File: config.mk
export PLATFORM = sky130hd
export DESIGN_NAME = rejected_flow_record_table_top_flat
export DESIGN_NICKNAME = d
export VERILOG_FILES = /design/src/hw/rtl/rfrt_pkg.sv /design/src/hw/rtl/rfrt_if.sv /design/src/hw/rtl/rfrt_ctrl.sv /design/src/hw/rtl/rfrt_datapath.sv /design/src/hw/rtl/rejected_flow_record_table_top.sv /design/src/flat_wrapper.sv
export VERILOG_INCLUDE_DIRS = /design/src /design/src/hw/rtl
export SDC_FILE = /design/constraint.sdc
export NUM_CORES = 2
export LEC_CHECK = 0
export BUFFER_PORTS_ARGS = -buffer_cell sky130_fd_sc_hd__buf_2
export CAP_MARGIN = 40
export CORE_AREA = 2 2 638 386
export CTS_BUF_LIST = sky130_fd_sc_hd__clkbuf_2 sky130_fd_sc_hd__clkbuf_4 sky130_fd_sc_hd__clkbuf_8
export CTS_CLUSTER_SIZE = 16
export DETAILED_ROUTE_END_ITERATION = 7
export DIE_AREA = 0 0 640 388
export MAX_ROUTING_LAYER = met4
export PLACE_DENSITY = 0.6
export SLEW_MARGIN = 25
export SYNTH_ARGS = -nofsm -noshare
export SYNTH_HDL_FRONTEND = slang
export SYNTH_SLANG_ARGS = --single-unit
File: constraint.sdc
create_clock -name clk -period 15.75 [get_ports clk]
set_clock_uncertainty 0.2 [all_clocks]
set_input_delay 0.7875 -clock clk [delete_from_list [all_inputs] [get_ports clk]]
set_output_delay 0.7875 -clock clk [all_outputs]
set_load 0.005 [all_outputs]
File: src/hw/rtl/rejected_flow_record_table_top_assert.svh
// assertion macros used by rfrt_datapath
`ifndef REJECTED_FLOW_RECORD_TABLE_TOP_ASSERT_SVH
`define REJECTED_FLOW_RECORD_TABLE_TOP_ASSERT_SVH

// same-cycle implication, checked out of reset
`define RFRT_ASSERT_NOW(label, ante, cons) \
  label: assert property (@(posedge clk) disable iff (!rst_n) (ante) |-> (cons)) \
    else $error("rfrt assertion failed");

// next-cycle implication, checked out of reset
`define RFRT_ASSERT_NEXT(label, ante, cons) \
  label: assert property (@(posedge clk) disable iff (!rst_n) (ante) |=> (cons)) \
    else $error("rfrt assertion failed");

`endif

File: src/hw/rtl/rfrt_pkg.sv
`timescale 1ns / 1ps
`default_nettype none
package rfrt_pkg;

  localparam logic [31:0] COUNT_MAX = 32'hFFFF_FFFF;

  typedef enum logic [1:0] {
    OUTCOME_UPDATED  = 2'd0,
    OUTCOME_INSERTED = 2'd1,
    OUTCOME_FULL     = 2'd2
  } outcome_t;

  typedef struct packed {
    logic [31:0] src_addr;
    logic [31:0] dst_addr;
    logic [15:0] src_port;
    logic [15:0] dst_port;
    logic [31:0] count;
    logic [15:0] tag;
  } entry_t;

  // controller to datapath
  typedef struct packed {
    logic load;     // capture word, read slot zero
    logic advance;  // step to the next slot
    logic latch;    // scan ends, keep hit / insert decision
    logic commit;   // load result register, write slot unless full
  } cmd_t;

  // datapath to controller
  typedef struct packed {
    logic hit;
    logic empty;
    logic last;
    logic out_free;
  } status_t;

endpackage
`default_nettype wire

File: src/hw/rtl/rfrt_if.sv
`timescale 1ns / 1ps
`default_nettype none
interface rfrt_in_if;
  logic        valid;
  logic        ready;
  logic [31:0] source_address;
  logic [31:0] dest_address;
  logic [15:0] source_port;
  logic [15:0] dest_port;
  logic [15:0] urgent_tag;

  modport source (
    output valid, source_address, dest_address, source_port, dest_port, urgent_tag,
    input  ready
  );
  modport sink (
    input  valid, source_address, dest_address, source_port, dest_port, urgent_tag,
    output ready
  );
endinterface

interface rfrt_out_if;
  logic        valid;
  logic        ready;
  logic [1:0]  outcome;
  logic [3:0]  slot_index;
  logic [31:0] hit_count;
  logic [15:0] kept_tag;
  logic        report_now;

  modport source (
    output valid, outcome, slot_index, hit_count, kept_tag, report_now,
    input  ready
  );
  modport sink (
    input  valid, outcome, slot_index, hit_count, kept_tag, report_now,
    output ready
  );
endinterface
`default_nettype wire

File: src/hw/rtl/rfrt_ctrl.sv
`timescale 1ns / 1ps
`default_nettype none
module rfrt_ctrl (
  input  wire logic             clk,
  input  wire logic             rst_n,
  input  wire logic             in_valid,
  output logic                  in_ready,
  input  wire rfrt_pkg::status_t status,
  output rfrt_pkg::cmd_t        cmd
);

  typedef enum logic [2:0] {
    ST_IDLE   = 3'b001,
    ST_SCAN   = 3'b010,
    ST_COMMIT = 3'b100
  } state_t;

  state_t state_r, state_nxt;
  logic   found;

  assign found    = status.hit | status.empty;
  assign in_ready = (state_r == ST_IDLE);

  always_comb begin
    cmd         = '0;
    cmd.load    = in_ready & in_valid;
    cmd.advance = (state_r == ST_SCAN) & ~found & ~status.last;
    cmd.latch   = (state_r == ST_SCAN) & (found | status.last);
    cmd.commit  = (state_r == ST_COMMIT) & status.out_free;
  end

  always_comb begin
    state_nxt = state_r;
    unique case (state_r)
      ST_IDLE:   if (cmd.load) state_nxt = ST_SCAN;
      ST_SCAN:   if (cmd.latch) state_nxt = ST_COMMIT;
      ST_COMMIT: if (cmd.commit) state_nxt = ST_IDLE;
      default:   state_nxt = ST_IDLE;
    endcase
  end

  always_ff @(posedge clk) begin
    if (!rst_n) begin
      state_r <= ST_IDLE;
    end else begin
      state_r <= state_nxt;
    end
  end

endmodule
`default_nettype wire

File: src/hw/rtl/rfrt_datapath.sv
`timescale 1ns / 1ps
`default_nettype none
`include "rejected_flow_record_table_top_assert.svh"
module rfrt_datapath #(
  parameter int TABLE_ENTRIES = 16
) (
  input  wire logic          clk,
  input  wire logic          rst_n,
  input  wire rfrt_pkg::cmd_t cmd,
  output rfrt_pkg::status_t  status,
  input  wire logic [31:0]   in_source_address,
  input  wire logic [31:0]   in_dest_address,
  input  wire logic [15:0]   in_source_port,
  input  wire logic [15:0]   in_dest_port,
  input  wire logic [15:0]   in_urgent_tag,
  output logic               out_valid,
  input  wire logic          out_ready,
  output logic [1:0]         out_outcome,
  output logic [3:0]         out_slot_index,
  output logic [31:0]        out_hit_count,
  output logic [15:0]        out_kept_tag,
  output logic               out_report_now
);

  localparam int IDX_W = (TABLE_ENTRIES > 1) ? $clog2(TABLE_ENTRIES) : 1;
  localparam logic [IDX_W-1:0] LAST_IDX = IDX_W'(TABLE_ENTRIES - 1);

  rfrt_pkg::entry_t mem [TABLE_ENTRIES];
  rfrt_pkg::entry_t rd_data_r;
  rfrt_pkg::entry_t stored;
  rfrt_pkg::entry_t new_entry;
  logic             rd_valid_r;
  logic             rd_en;
  logic [IDX_W-1:0] rd_addr;

  logic [TABLE_ENTRIES-1:0] valid_r;
  logic [IDX_W-1:0]         chk_idx_r;
  logic                     hit_r;
  logic                     ins_r;
  logic                     do_write;

  logic [31:0] key_src_r;
  logic [31:0] key_dst_r;
  logic [15:0] key_sp_r;
  logic [15:0] key_dp_r;
  logic [15:0] key_tag_r;

  logic [31:0] new_count;
  logic [15:0] new_tag;
  logic [IDX_W+3:0] slot_ext;

  logic        out_valid_r;
  rfrt_pkg::outcome_t out_outcome_r;
  logic [3:0]  out_slot_r;
  logic [31:0] out_count_r;
  logic [15:0] out_tag_r;
  logic        out_report_r;

  // key capture
  always_ff @(posedge clk) begin
    if (cmd.load) begin
      key_src_r <= in_source_address;
      key_dst_r <= in_dest_address;
      key_sp_r  <= in_source_port;
      key_dp_r  <= in_dest_port;
      key_tag_r <= in_urgent_tag;
    end
  end

  // scan pointer and decision
  always_ff @(posedge clk) begin
    if (!rst_n) begin
      chk_idx_r <= '0;
      hit_r     <= 1'b0;
      ins_r     <= 1'b0;
    end else begin
      if (cmd.load) begin
        chk_idx_r <= '0;
      end else if (cmd.advance) begin
        chk_idx_r <= chk_idx_r + 1'b1;
      end
      if (cmd.latch) begin
        hit_r <= status.hit;
        ins_r <= ~status.hit & status.empty;
      end
    end
  end

  assign rd_en    = cmd.load | cmd.advance;
  assign rd_addr  = cmd.load ? '0 : chk_idx_r + 1'b1;
  assign do_write = cmd.commit & (hit_r | ins_r);

  // table memory, one read and one write port
  always_ff @(posedge clk) begin
    if (rd_en) begin
      rd_data_r  <= mem[rd_addr];
      rd_valid_r <= valid_r[rd_addr];
    end
    if (do_write) begin
      mem[chk_idx_r] <= new_entry;
    end
  end

  // a never written slot reads as all zero
  always_ff @(posedge clk) begin
    if (!rst_n) begin
      valid_r <= '0;
    end else if (do_write) begin
      valid_r[chk_idx_r] <= 1'b1;
    end
  end

  assign stored = rd_valid_r ? rd_data_r : '0;

  always_comb begin
    status          = '0;
    status.hit      = (stored.src_addr == key_src_r) && (stored.dst_addr == key_dst_r) &&
                      (stored.src_port == key_sp_r) && (stored.dst_port == key_dp_r);
    status.empty    = (stored.src_addr == 32'd0);
    status.last     = (chk_idx_r == LAST_IDX);
    status.out_free = ~out_valid_r | out_ready;
  end

  always_comb begin
    new_count = (stored.count != rfrt_pkg::COUNT_MAX) ? stored.count + 32'd1 : stored.count;
    new_tag   = ((key_tag_r != 16'd0) || (stored.tag == 16'd0)) ? key_tag_r : stored.tag;
    new_entry.src_addr = key_src_r;
    new_entry.dst_addr = key_dst_r;
    new_entry.src_port = key_sp_r;
    new_entry.dst_port = key_dp_r;
    new_entry.count    = hit_r ? new_count : 32'd1;
    new_entry.tag      = hit_r ? new_tag : key_tag_r;
  end

  assign slot_ext = {4'd0, chk_idx_r};

  // result register
  always_ff @(posedge clk) begin
    if (!rst_n) begin
      out_valid_r <= 1'b0;
    end else if (cmd.commit) begin
      out_valid_r <= 1'b1;
    end else if (out_ready) begin
      out_valid_r <= 1'b0;
    end
  end

  always_ff @(posedge clk) begin
    if (cmd.commit) begin
      if (hit_r | ins_r) begin
        out_outcome_r <= hit_r ? rfrt_pkg::OUTCOME_UPDATED : rfrt_pkg::OUTCOME_INSERTED;
        out_slot_r    <= slot_ext[3:0];
        out_count_r   <= new_entry.count;
        out_tag_r     <= new_entry.tag;
        out_report_r  <= 1'b1;
      end else begin
        out_outcome_r <= rfrt_pkg::OUTCOME_FULL;
        out_slot_r    <= 4'd0;
        out_count_r   <= 32'd0;
        out_tag_r     <= 16'd0;
        out_report_r  <= 1'b0;
      end
    end
  end

  assign out_valid      = out_valid_r;
  assign out_outcome    = out_outcome_r;
  assign out_slot_index = out_slot_r;
  assign out_hit_count  = out_count_r;
  assign out_kept_tag   = out_tag_r;
  assign out_report_now = out_report_r;

  `RFRT_ASSERT_NEXT(a_full_leaves_table, cmd.commit && !hit_r && !ins_r, $stable(valid_r))
  `RFRT_ASSERT_NOW(a_commit_needs_free_out, cmd.commit, !out_valid_r || out_ready)
  `RFRT_ASSERT_NEXT(a_insert_counts_one, cmd.commit && ins_r, out_count_r == 32'd1)
  `RFRT_ASSERT_NOW(a_no_read_on_commit, cmd.commit || cmd.latch, !rd_en)

endmodule
`default_nettype wire

File: src/hw/rtl/rejected_flow_record_table_top.sv
// word to result: load, a SCAN step per slot (1 to TABLE_ENTRIES), COMMIT when output free
// one word at a time: the next word is taken only once the previous one is committed
// the scan reads one table slot per cycle from a single-read-port memory
// a new word is taken while the previous result still waits in the output register
// reset: synchronous, active low; per-slot valid bits clear at once, no clearing pass
`timescale 1ns / 1ps
`default_nettype none
module rejected_flow_record_table_top #(
  parameter int TABLE_ENTRIES = 16
) (
  input  wire logic   clk,
  input  wire logic   rst_n,
  rfrt_in_if.sink     in_chan,
  rfrt_out_if.source  out_chan
);

  rfrt_pkg::cmd_t    cmd;
  rfrt_pkg::status_t status;
  logic              in_ready;

  assign in_chan.ready = in_ready;

  rfrt_ctrl u_ctrl (
    .clk      (clk),
    .rst_n    (rst_n),
    .in_valid (in_chan.valid),
    .in_ready (in_ready),
    .status   (status),
    .cmd      (cmd)
  );

  rfrt_datapath #(
    .TABLE_ENTRIES (TABLE_ENTRIES)
  ) u_datapath (
    .clk               (clk),
    .rst_n             (rst_n),
    .cmd               (cmd),
    .status            (status),
    .in_source_address (in_chan.source_address),
    .in_dest_address   (in_chan.dest_address),
    .in_source_port    (in_chan.source_port),
    .in_dest_port      (in_chan.dest_port),
    .in_urgent_tag     (in_chan.urgent_tag),
    .out_valid         (out_chan.valid),
    .out_ready         (out_chan.ready),
    .out_outcome       (out_chan.outcome),
    .out_slot_index    (out_chan.slot_index),
    .out_hit_count     (out_chan.hit_count),
    .out_kept_tag      (out_chan.kept_tag),
    .out_report_now    (out_chan.report_now)
  );

endmodule
`default_nettype wire
File: src/flat_wrapper.sv
// flat-port wrapper written by rule: the top's interface ports become plain ports
module rejected_flow_record_table_top_flat 
#(
  parameter int TABLE_ENTRIES = 16
)
  (clk, rst_n, in_chan_valid, in_chan_source_address, in_chan_dest_address, in_chan_source_port, in_chan_dest_port, in_chan_urgent_tag, in_chan_ready, out_chan_valid, out_chan_outcome, out_chan_slot_index, out_chan_hit_count, out_chan_kept_tag, out_chan_report_now, out_chan_ready);
  rfrt_in_if in_chan_i ();
  rfrt_out_if out_chan_i ();
  input  wire logic clk;
  input  wire logic rst_n;
  input wire logic [$bits(in_chan_i.valid)-1:0] in_chan_valid;
  input wire logic [$bits(in_chan_i.source_address)-1:0] in_chan_source_address;
  input wire logic [$bits(in_chan_i.dest_address)-1:0] in_chan_dest_address;
  input wire logic [$bits(in_chan_i.source_port)-1:0] in_chan_source_port;
  input wire logic [$bits(in_chan_i.dest_port)-1:0] in_chan_dest_port;
  input wire logic [$bits(in_chan_i.urgent_tag)-1:0] in_chan_urgent_tag;
  output wire logic [$bits(in_chan_i.ready)-1:0] in_chan_ready;
  output wire logic [$bits(out_chan_i.valid)-1:0] out_chan_valid;
  output wire logic [$bits(out_chan_i.outcome)-1:0] out_chan_outcome;
  output wire logic [$bits(out_chan_i.slot_index)-1:0] out_chan_slot_index;
  output wire logic [$bits(out_chan_i.hit_count)-1:0] out_chan_hit_count;
  output wire logic [$bits(out_chan_i.kept_tag)-1:0] out_chan_kept_tag;
  output wire logic [$bits(out_chan_i.report_now)-1:0] out_chan_report_now;
  input wire logic [$bits(out_chan_i.ready)-1:0] out_chan_ready;
  assign in_chan_i.valid = in_chan_valid;
  assign in_chan_i.source_address = in_chan_source_address;
  assign in_chan_i.dest_address = in_chan_dest_address;
  assign in_chan_i.source_port = in_chan_source_port;
  assign in_chan_i.dest_port = in_chan_dest_port;
  assign in_chan_i.urgent_tag = in_chan_urgent_tag;
  assign in_chan_ready = in_chan_i.ready;
  assign out_chan_valid = out_chan_i.valid;
  assign out_chan_outcome = out_chan_i.outcome;
  assign out_chan_slot_index = out_chan_i.slot_index;
  assign out_chan_hit_count = out_chan_i.hit_count;
  assign out_chan_kept_tag = out_chan_i.kept_tag;
  assign out_chan_report_now = out_chan_i.report_now;
  assign out_chan_i.ready = out_chan_ready;
  rejected_flow_record_table_top #(.TABLE_ENTRIES(TABLE_ENTRIES)) u_core (.clk(clk), .rst_n(rst_n), .in_chan(in_chan_i), .out_chan(out_chan_i));
endmodule
# Yosys cells after proc, flatten, opt, wreduce, memory -nomap -nowiden
# Memories as Yosys holds them, arrays and structs flattened. A register that Yosys moved wholly into a read port is not among the register bits.
# Cells that the tools add are included.
totals:
  register_bits: 194
  latch_bits: 0
  ram_bits: 2304
  romBits: 0
  elab_cells: 84
  n_memories: 1
op_classes:
  add_sub_neg: 2
  multipliers: 0
  div: 0
  n_lt_le_gt_ge: 3
  n_eq_ne: 12
  shifts: 0
  n_mux: 20
  bitwise: 18
  n_reduce_logical: 11
memory_table:
  columns: ["name", "words", "word_bits", "rd", "rd_clocked_by_memory_dff", "wr", "line_no", "text"]
  rows:
  - ["u_core.u_datapath.mem", 16, 144, 1, 1, 1, "rfrt_datapath.sv:28", "rfrt_pkg::entry_t mem [TABLE_ENTRIES];"]
op_table:
  columns: ["operator", "n"]
  rows:
  - ["144-bit 2-to-1 mux", 1]
  - ["32-bit == test", 2]
  - ["32-bit 2-to-1 mux", 2]
  - ["32-bit by 1-bit adder with 32-bit output (second input constant)", 1]
  - ["16-bit == test", 2]
  - ["32-bit zero test", 1]
  - ["16-bit 2-to-1 mux", 2]
  - ["32-bit inequality test (second input constant)", 1]
  - ["16-bit zero test", 1]
  - ["16-bit bitwise OR", 1]
  - ["16-bit nonzero test", 1]
  - ["4-bit by 5-bit < comparator with 1-bit output (second input constant)", 2]
  - ["3-bit 2-to-1 mux", 3]
  - ["3-bit one-hot mux with 3 select lines", 1]
  - ["1-bit 2-to-1 mux", 8]
  - ["1-bit bitwise AND", 7]
  - ["1-bit inverter", 5]
  - ["1-bit bitwise OR", 5]
  - ["4-bit by 1-bit adder with 4-bit output (second input constant)", 1]
  - ["1-bit binary-select mux with 4-bit select", 1]
  - ["1-bit demux with 4-bit select", 1]
  - ["4-bit == test (second input constant)", 1]
  - ["4-bit by 1-bit greater-or-equal comparator with 1-bit output (second input constant)", 1]
  - ["1-bit logical AND", 4]
  - ["other kinds (10)", 11]

# Longest topological paths before layout
depth:
  ltp_word: 10
  depth_mapped: 13

# Cells and area by module
# A second synthesis with hierarchy kept.
hier_totals:
  cells_unflattened: 6149
  area_unflattened_um2: 103939.7
modules_own_cells:
  columns: ["module", "instances", "cells_each", "area_per_inst_um2", "seq_area_each_um2"]
  rows:
  - ["rfrt_datapath", 1, 6124, 103734.5, 79015.8]
  - ["rfrt_ctrl", 1, 25, 205.2, 60.1]

# Least setup slack after synthesis
# No wires, ideal clock.
synth_timing:
  path_type: "input-to-reg"
  startpoint: "input port out_chan_ready"
  endpoint: "memory u_core.u_datapath.mem[3][0] in the netlist's numbering (enable)"
  t_arrival_ns: 13.645
  required_time_ns: 14.724
  setup_slack_ns: 1.079
  path_stages: 5
  n_path_buf: 0
  path_cell_list: "nor2b_1 nor2b_1 and2_1 nand2_1 nor3_1"
synth_lines:
  columns: ["item", "line_no", "text"]
  rows:
  - ["start: declaration", "flat_wrapper.sv:24", "input wire logic [$bits(out_chan_i.ready)-1:0] out_chan_ready;"]
  - ["end: declaration", "rfrt_datapath.sv:28", null]

# Worst setup path in the final report
layout_timing:
  startpoint: "register u_core.u_datapath.chk_idx_r[0]"
  endpoint: "memory u_core.u_datapath.mem[2][24] in the netlist's numbering (enable)"
layout_lines:
  columns: ["item", "line_no", "text"]
  rows:
  - ["start: declaration", "rfrt_datapath.sv:37", "logic [IDX_W-1:0] chk_idx_r;"]
  - ["start signal: assignment", "rfrt_datapath.sv:80", "chk_idx_r <= chk_idx_r + 1'b1;"]
# No word-level cell before the write port.

==> flow_summary.json <==
{
  "mostFrequentLayoutCell": "edfxtp_1",
  "leakagePower_nw": 38.6,
  "slew_viol_final": 0,
  "min_path_type": "input port to flop",
  "status": "finished with violations",
  "drc": 0,
  "synthMuxAreaShare": 0.0318,
  "fmax_ghz": 0.193,
  "endpoint_kind": "flop",
  "drt_pass1_iterations": 5,
  "grt_start_max_net_pins": 219,
  "cts_sinks": 2642,
  "slowest_stage": "buf_12",
  "antenna_found_initial": 11,
  "die_w_microns": 640,
  "synthDistinctLibCells": 58,
  "numCtsBuffers": 379,
  "grt_pass1_vias": 60600,
  "synth_area_leaders": "edfxtp_1 (76%), mux4_2 (3.1%), o21ai_0 (2.4%)",
  "cts_max_level": 5,
  "grt_pass1_wl_microns": 433000,
  "wirelength_microns": 301000,
  "initial_utilization": 0.429,
  "ys_ff_latch": 2642,
  "dieArea_sq_mm": 0.248,
  "post_drt_via_cell_ratio": 6.07,
  "power_density_mw_per_mm2": 119,
  "critPathKind": "flop to flop",
  "finalSetupViolCount": 0,
  "pre_cts_ws_ps": 10280,
  "grt_overflow": 0,
  "cts_tree": "yes",
  "pin_count": 173,
  "cp_data_required_time_ps": 16140,
  "drt-initial-drc-count": 8299,
  "synthXorXnorAreaFrac": 0.00633,
  "yosys.area.top_type": "edfxtp_1",
  "clk_latency_ps": 1000,
  "rows": 140,
  "rsz0062_at_grt": "no",
  "clk_pin_slew_ps": 60,
  "vdd_ir_drop_max_uv": 79.6,
  "final_util": 0.487,
  "worstPathMaxFanout": 106,
  "io_buffers": 172,
  "ys.flop_type": "edfxtp_1",
  "postLayoutCellArea_sq_mm": 0.118,
  "yosys.area_share.simple": 0.0764,
  "fp.coreArea_sq_mm": 0.242,
  "final_cell_mix": "edfxtp_1 (2,616), nand2_1 (623), o21ai_0 (508)",
  "path_common_cell": "buf_4",
  "cpPeakStageDelay_ps": 840,
  "drv_cap": 0,
  "track_usage": 0.243,
  "tightestPinTransition_ps": 1200,
  "drive_gt1_frac": 0.157,
  "relSlewSlack": 0.201,
  "gp_congestion": 0.796,
  "drtAntennaViolNets": 1,
  "vias": 63600,
  "synth_compound_area_frac": 0.103,
  "place_area_sq_mm": 0.109,
  "violations": "antenna rules",
  "synth_top_family_by_area": "compound AO/OA/AOI/OAI gates",
  "cts_buffer_depth": 4,
  "crit_chain": "inv_8 > buf_4 > ha_1 > nand2_1 > nor3_2 > buf_12 > buf_4",
  "final_nets": 7032,
  "synth_area_sq_mm": 0.104,
  "wire_per_inst_microns": 28.7,
  "yosysWarnings": 0,
  "timing.final.crit_share": 0.329,
  "synthCells": 6564,
  "crit_arrival_ps": 5580,
  "final.setup.tns_ps": 0,
  "avgSynthCellArea_sq_um": 15.8,
  "yosysTopAreaCellShare": 0.757,
  "synth_adder_area_share": 0.000603,
  "cts_root_buf": "clkbuf_8",
  "setup_slack_ps": 10560,
  "ys_seq_area_frac": 0.762,
  "synth_nets": 6685,
  "area_growth_pct": 13.4,
  "synthArstFlopShare": 0,
  "fp.dieH_microns": 388,
  "cts_setup_buffers": 0,
  "critPathLaunchType": "flop",
  "hold_viol": 0,
  "fin_crit_ps": 5190,
  "synth_edf_count": 2616,
  "dp_hpwl_microns": 150000
}
[sequential cells by signal, indices dropped and copies added (netlist names)]
signal,flops
u_core.u_datapath.key_sp_r,16
u_core.u_datapath.key_dp_r,16
u_core.u_datapath.key_tag_r,16
u_core.u_datapath.out_slot_index,4
u_core.u_datapath.mem,2304
u_core.u_datapath.chk_idx_r,4
u_core.u_datapath.valid_r,16
u_core.u_datapath.out_hit_count,32
u_core.u_datapath.hit_r,1
u_core.u_datapath.out_report_now,1
u_core.u_datapath.out_outcome,2
u_core.u_datapath.key_src_r,32
u_core.u_datapath.rd_valid_r,1
u_core.u_datapath.rd_data_r,144
u_core.u_datapath.ins_r,1
u_core.u_datapath.out_kept_tag,16
u_core.u_ctrl.state_r,3
u_core.u_datapath.key_dst_r,32
u_core.u_datapath.out_valid,1
[layer usage]
| layer | share of wire | vias up | GRT usage |
|---|---|---|---|
| met3 | 0.091 | 406 | 0.0370 |
| met2 | 0.44 | 3268 | 0.349 |
| met1 | 0.45 | 32800 | 0.370 |
| li1 | - | 27100 | - |
| met4 | 0.016 | 0 | 0.0479 |
| met5 | 0 | - | - |
[final timing paths]
path,from,to,depth (start not counted),slack [ps]
worst max-delay path,u_core.u_datapath.chk_idx_r[0]$_SDFFE_PP0P_,u_core.u_datapath.mem[2][24]$_DFFE_PP_,7,10560
worst min-delay path,out_chan_ready,u_core.u_datapath.out_valid$_SDFFE_PN0P_,3,80
worst max register to register,u_core.u_datapath.chk_idx_r[0]$_SDFFE_PP0P_,u_core.u_datapath.mem[2][24]$_DFFE_PP_,7,10560
worst min register to register,u_core.u_datapath.valid_r[1]$_SDFFE_PN0P_,u_core.u_datapath.valid_r[1]$_SDFFE_PN0P_,1,260
[cell usage after synthesis (7+ instances only)]
cell	n
nor2_1	78
nand3_1	46
a21o_1	16
o21a_1	57
a211oi_1	290
o21ai_1	11
nand2b_1	7
inv_1	8
nor4bb_1	11
and4_1	7
a31oi_1	291
clkbuf_1	410
a21oi_1	11
o221ai_1	211
nand4b_1	32
o22ai_1	127
nand4_1	10
nand2_1	626
and3_1	301
nor3_1	44
and2_1	38
edfxtp_1	2616
buf_2	82
or3_1	292
a22oi_1	11
buf_1	16
o21ai_0	508
xor2_1	47
mux4_2	145
xnor2_1	28
dfxtp_1	26
o211ai_1	79
a31o_2	12
nor4_1	23
nor2b_1	9
[layout make-up]
class	instances	area (sq um)
Fill cell	20300	124000
Tap cell	3266	4090
Timing Repair Buffer	477	4390
Multi-Input combinational cell	3401	22800
Sequential cell	2642	79100
Antenna cell	9	22.5
Clock buffer	522	6370
Clock inverter	143	896
Inverter	10	52.6
[what timing repair did]
action | CTS | global route
gates resized for setup | 0 | 0
endpoints found under the hold margin | 112 | 0
hold buffers | 112 | 0
[power by group]
group	switching [mW]	total (mW)	leakage (nW)	internal [mW]
sequential	0.140	7.93	25.0	7.79
clock	2.62	5.39	3.85	2.78
combinational	0.422	0.653	9.75	0.231
total	3.18	14.0	38.6	10.8
[metrics by stage]
step	cells	hold WS [ps]	total power, mW
3_3_place_gp	9615	239	8.66
4_1_cts	10400	7.08	14.0
6_report	10500	81.6	14.0
5_1_grt	10500	30.0	14.4
2_1_floorplan	6564	233	8.39
3_5_place_dp	9659	247	8.69
[critical path, delay by kind of cell (launching register included)]
family	cells	cell delay (ps)
fa+ha+maj	1	270
flops	1	380
simple gates	2	940
buf+inv	4	2710
[logic make-up after synthesis]
kind of cell    after synthesis
flops                      2642
compound gates             1634
simple gates               1539
buf+inv                     521
mux                         148
xor+xnor                     75
fa+ha+maj                     5
No activity file was read; power rests on OpenSTA's default activity.
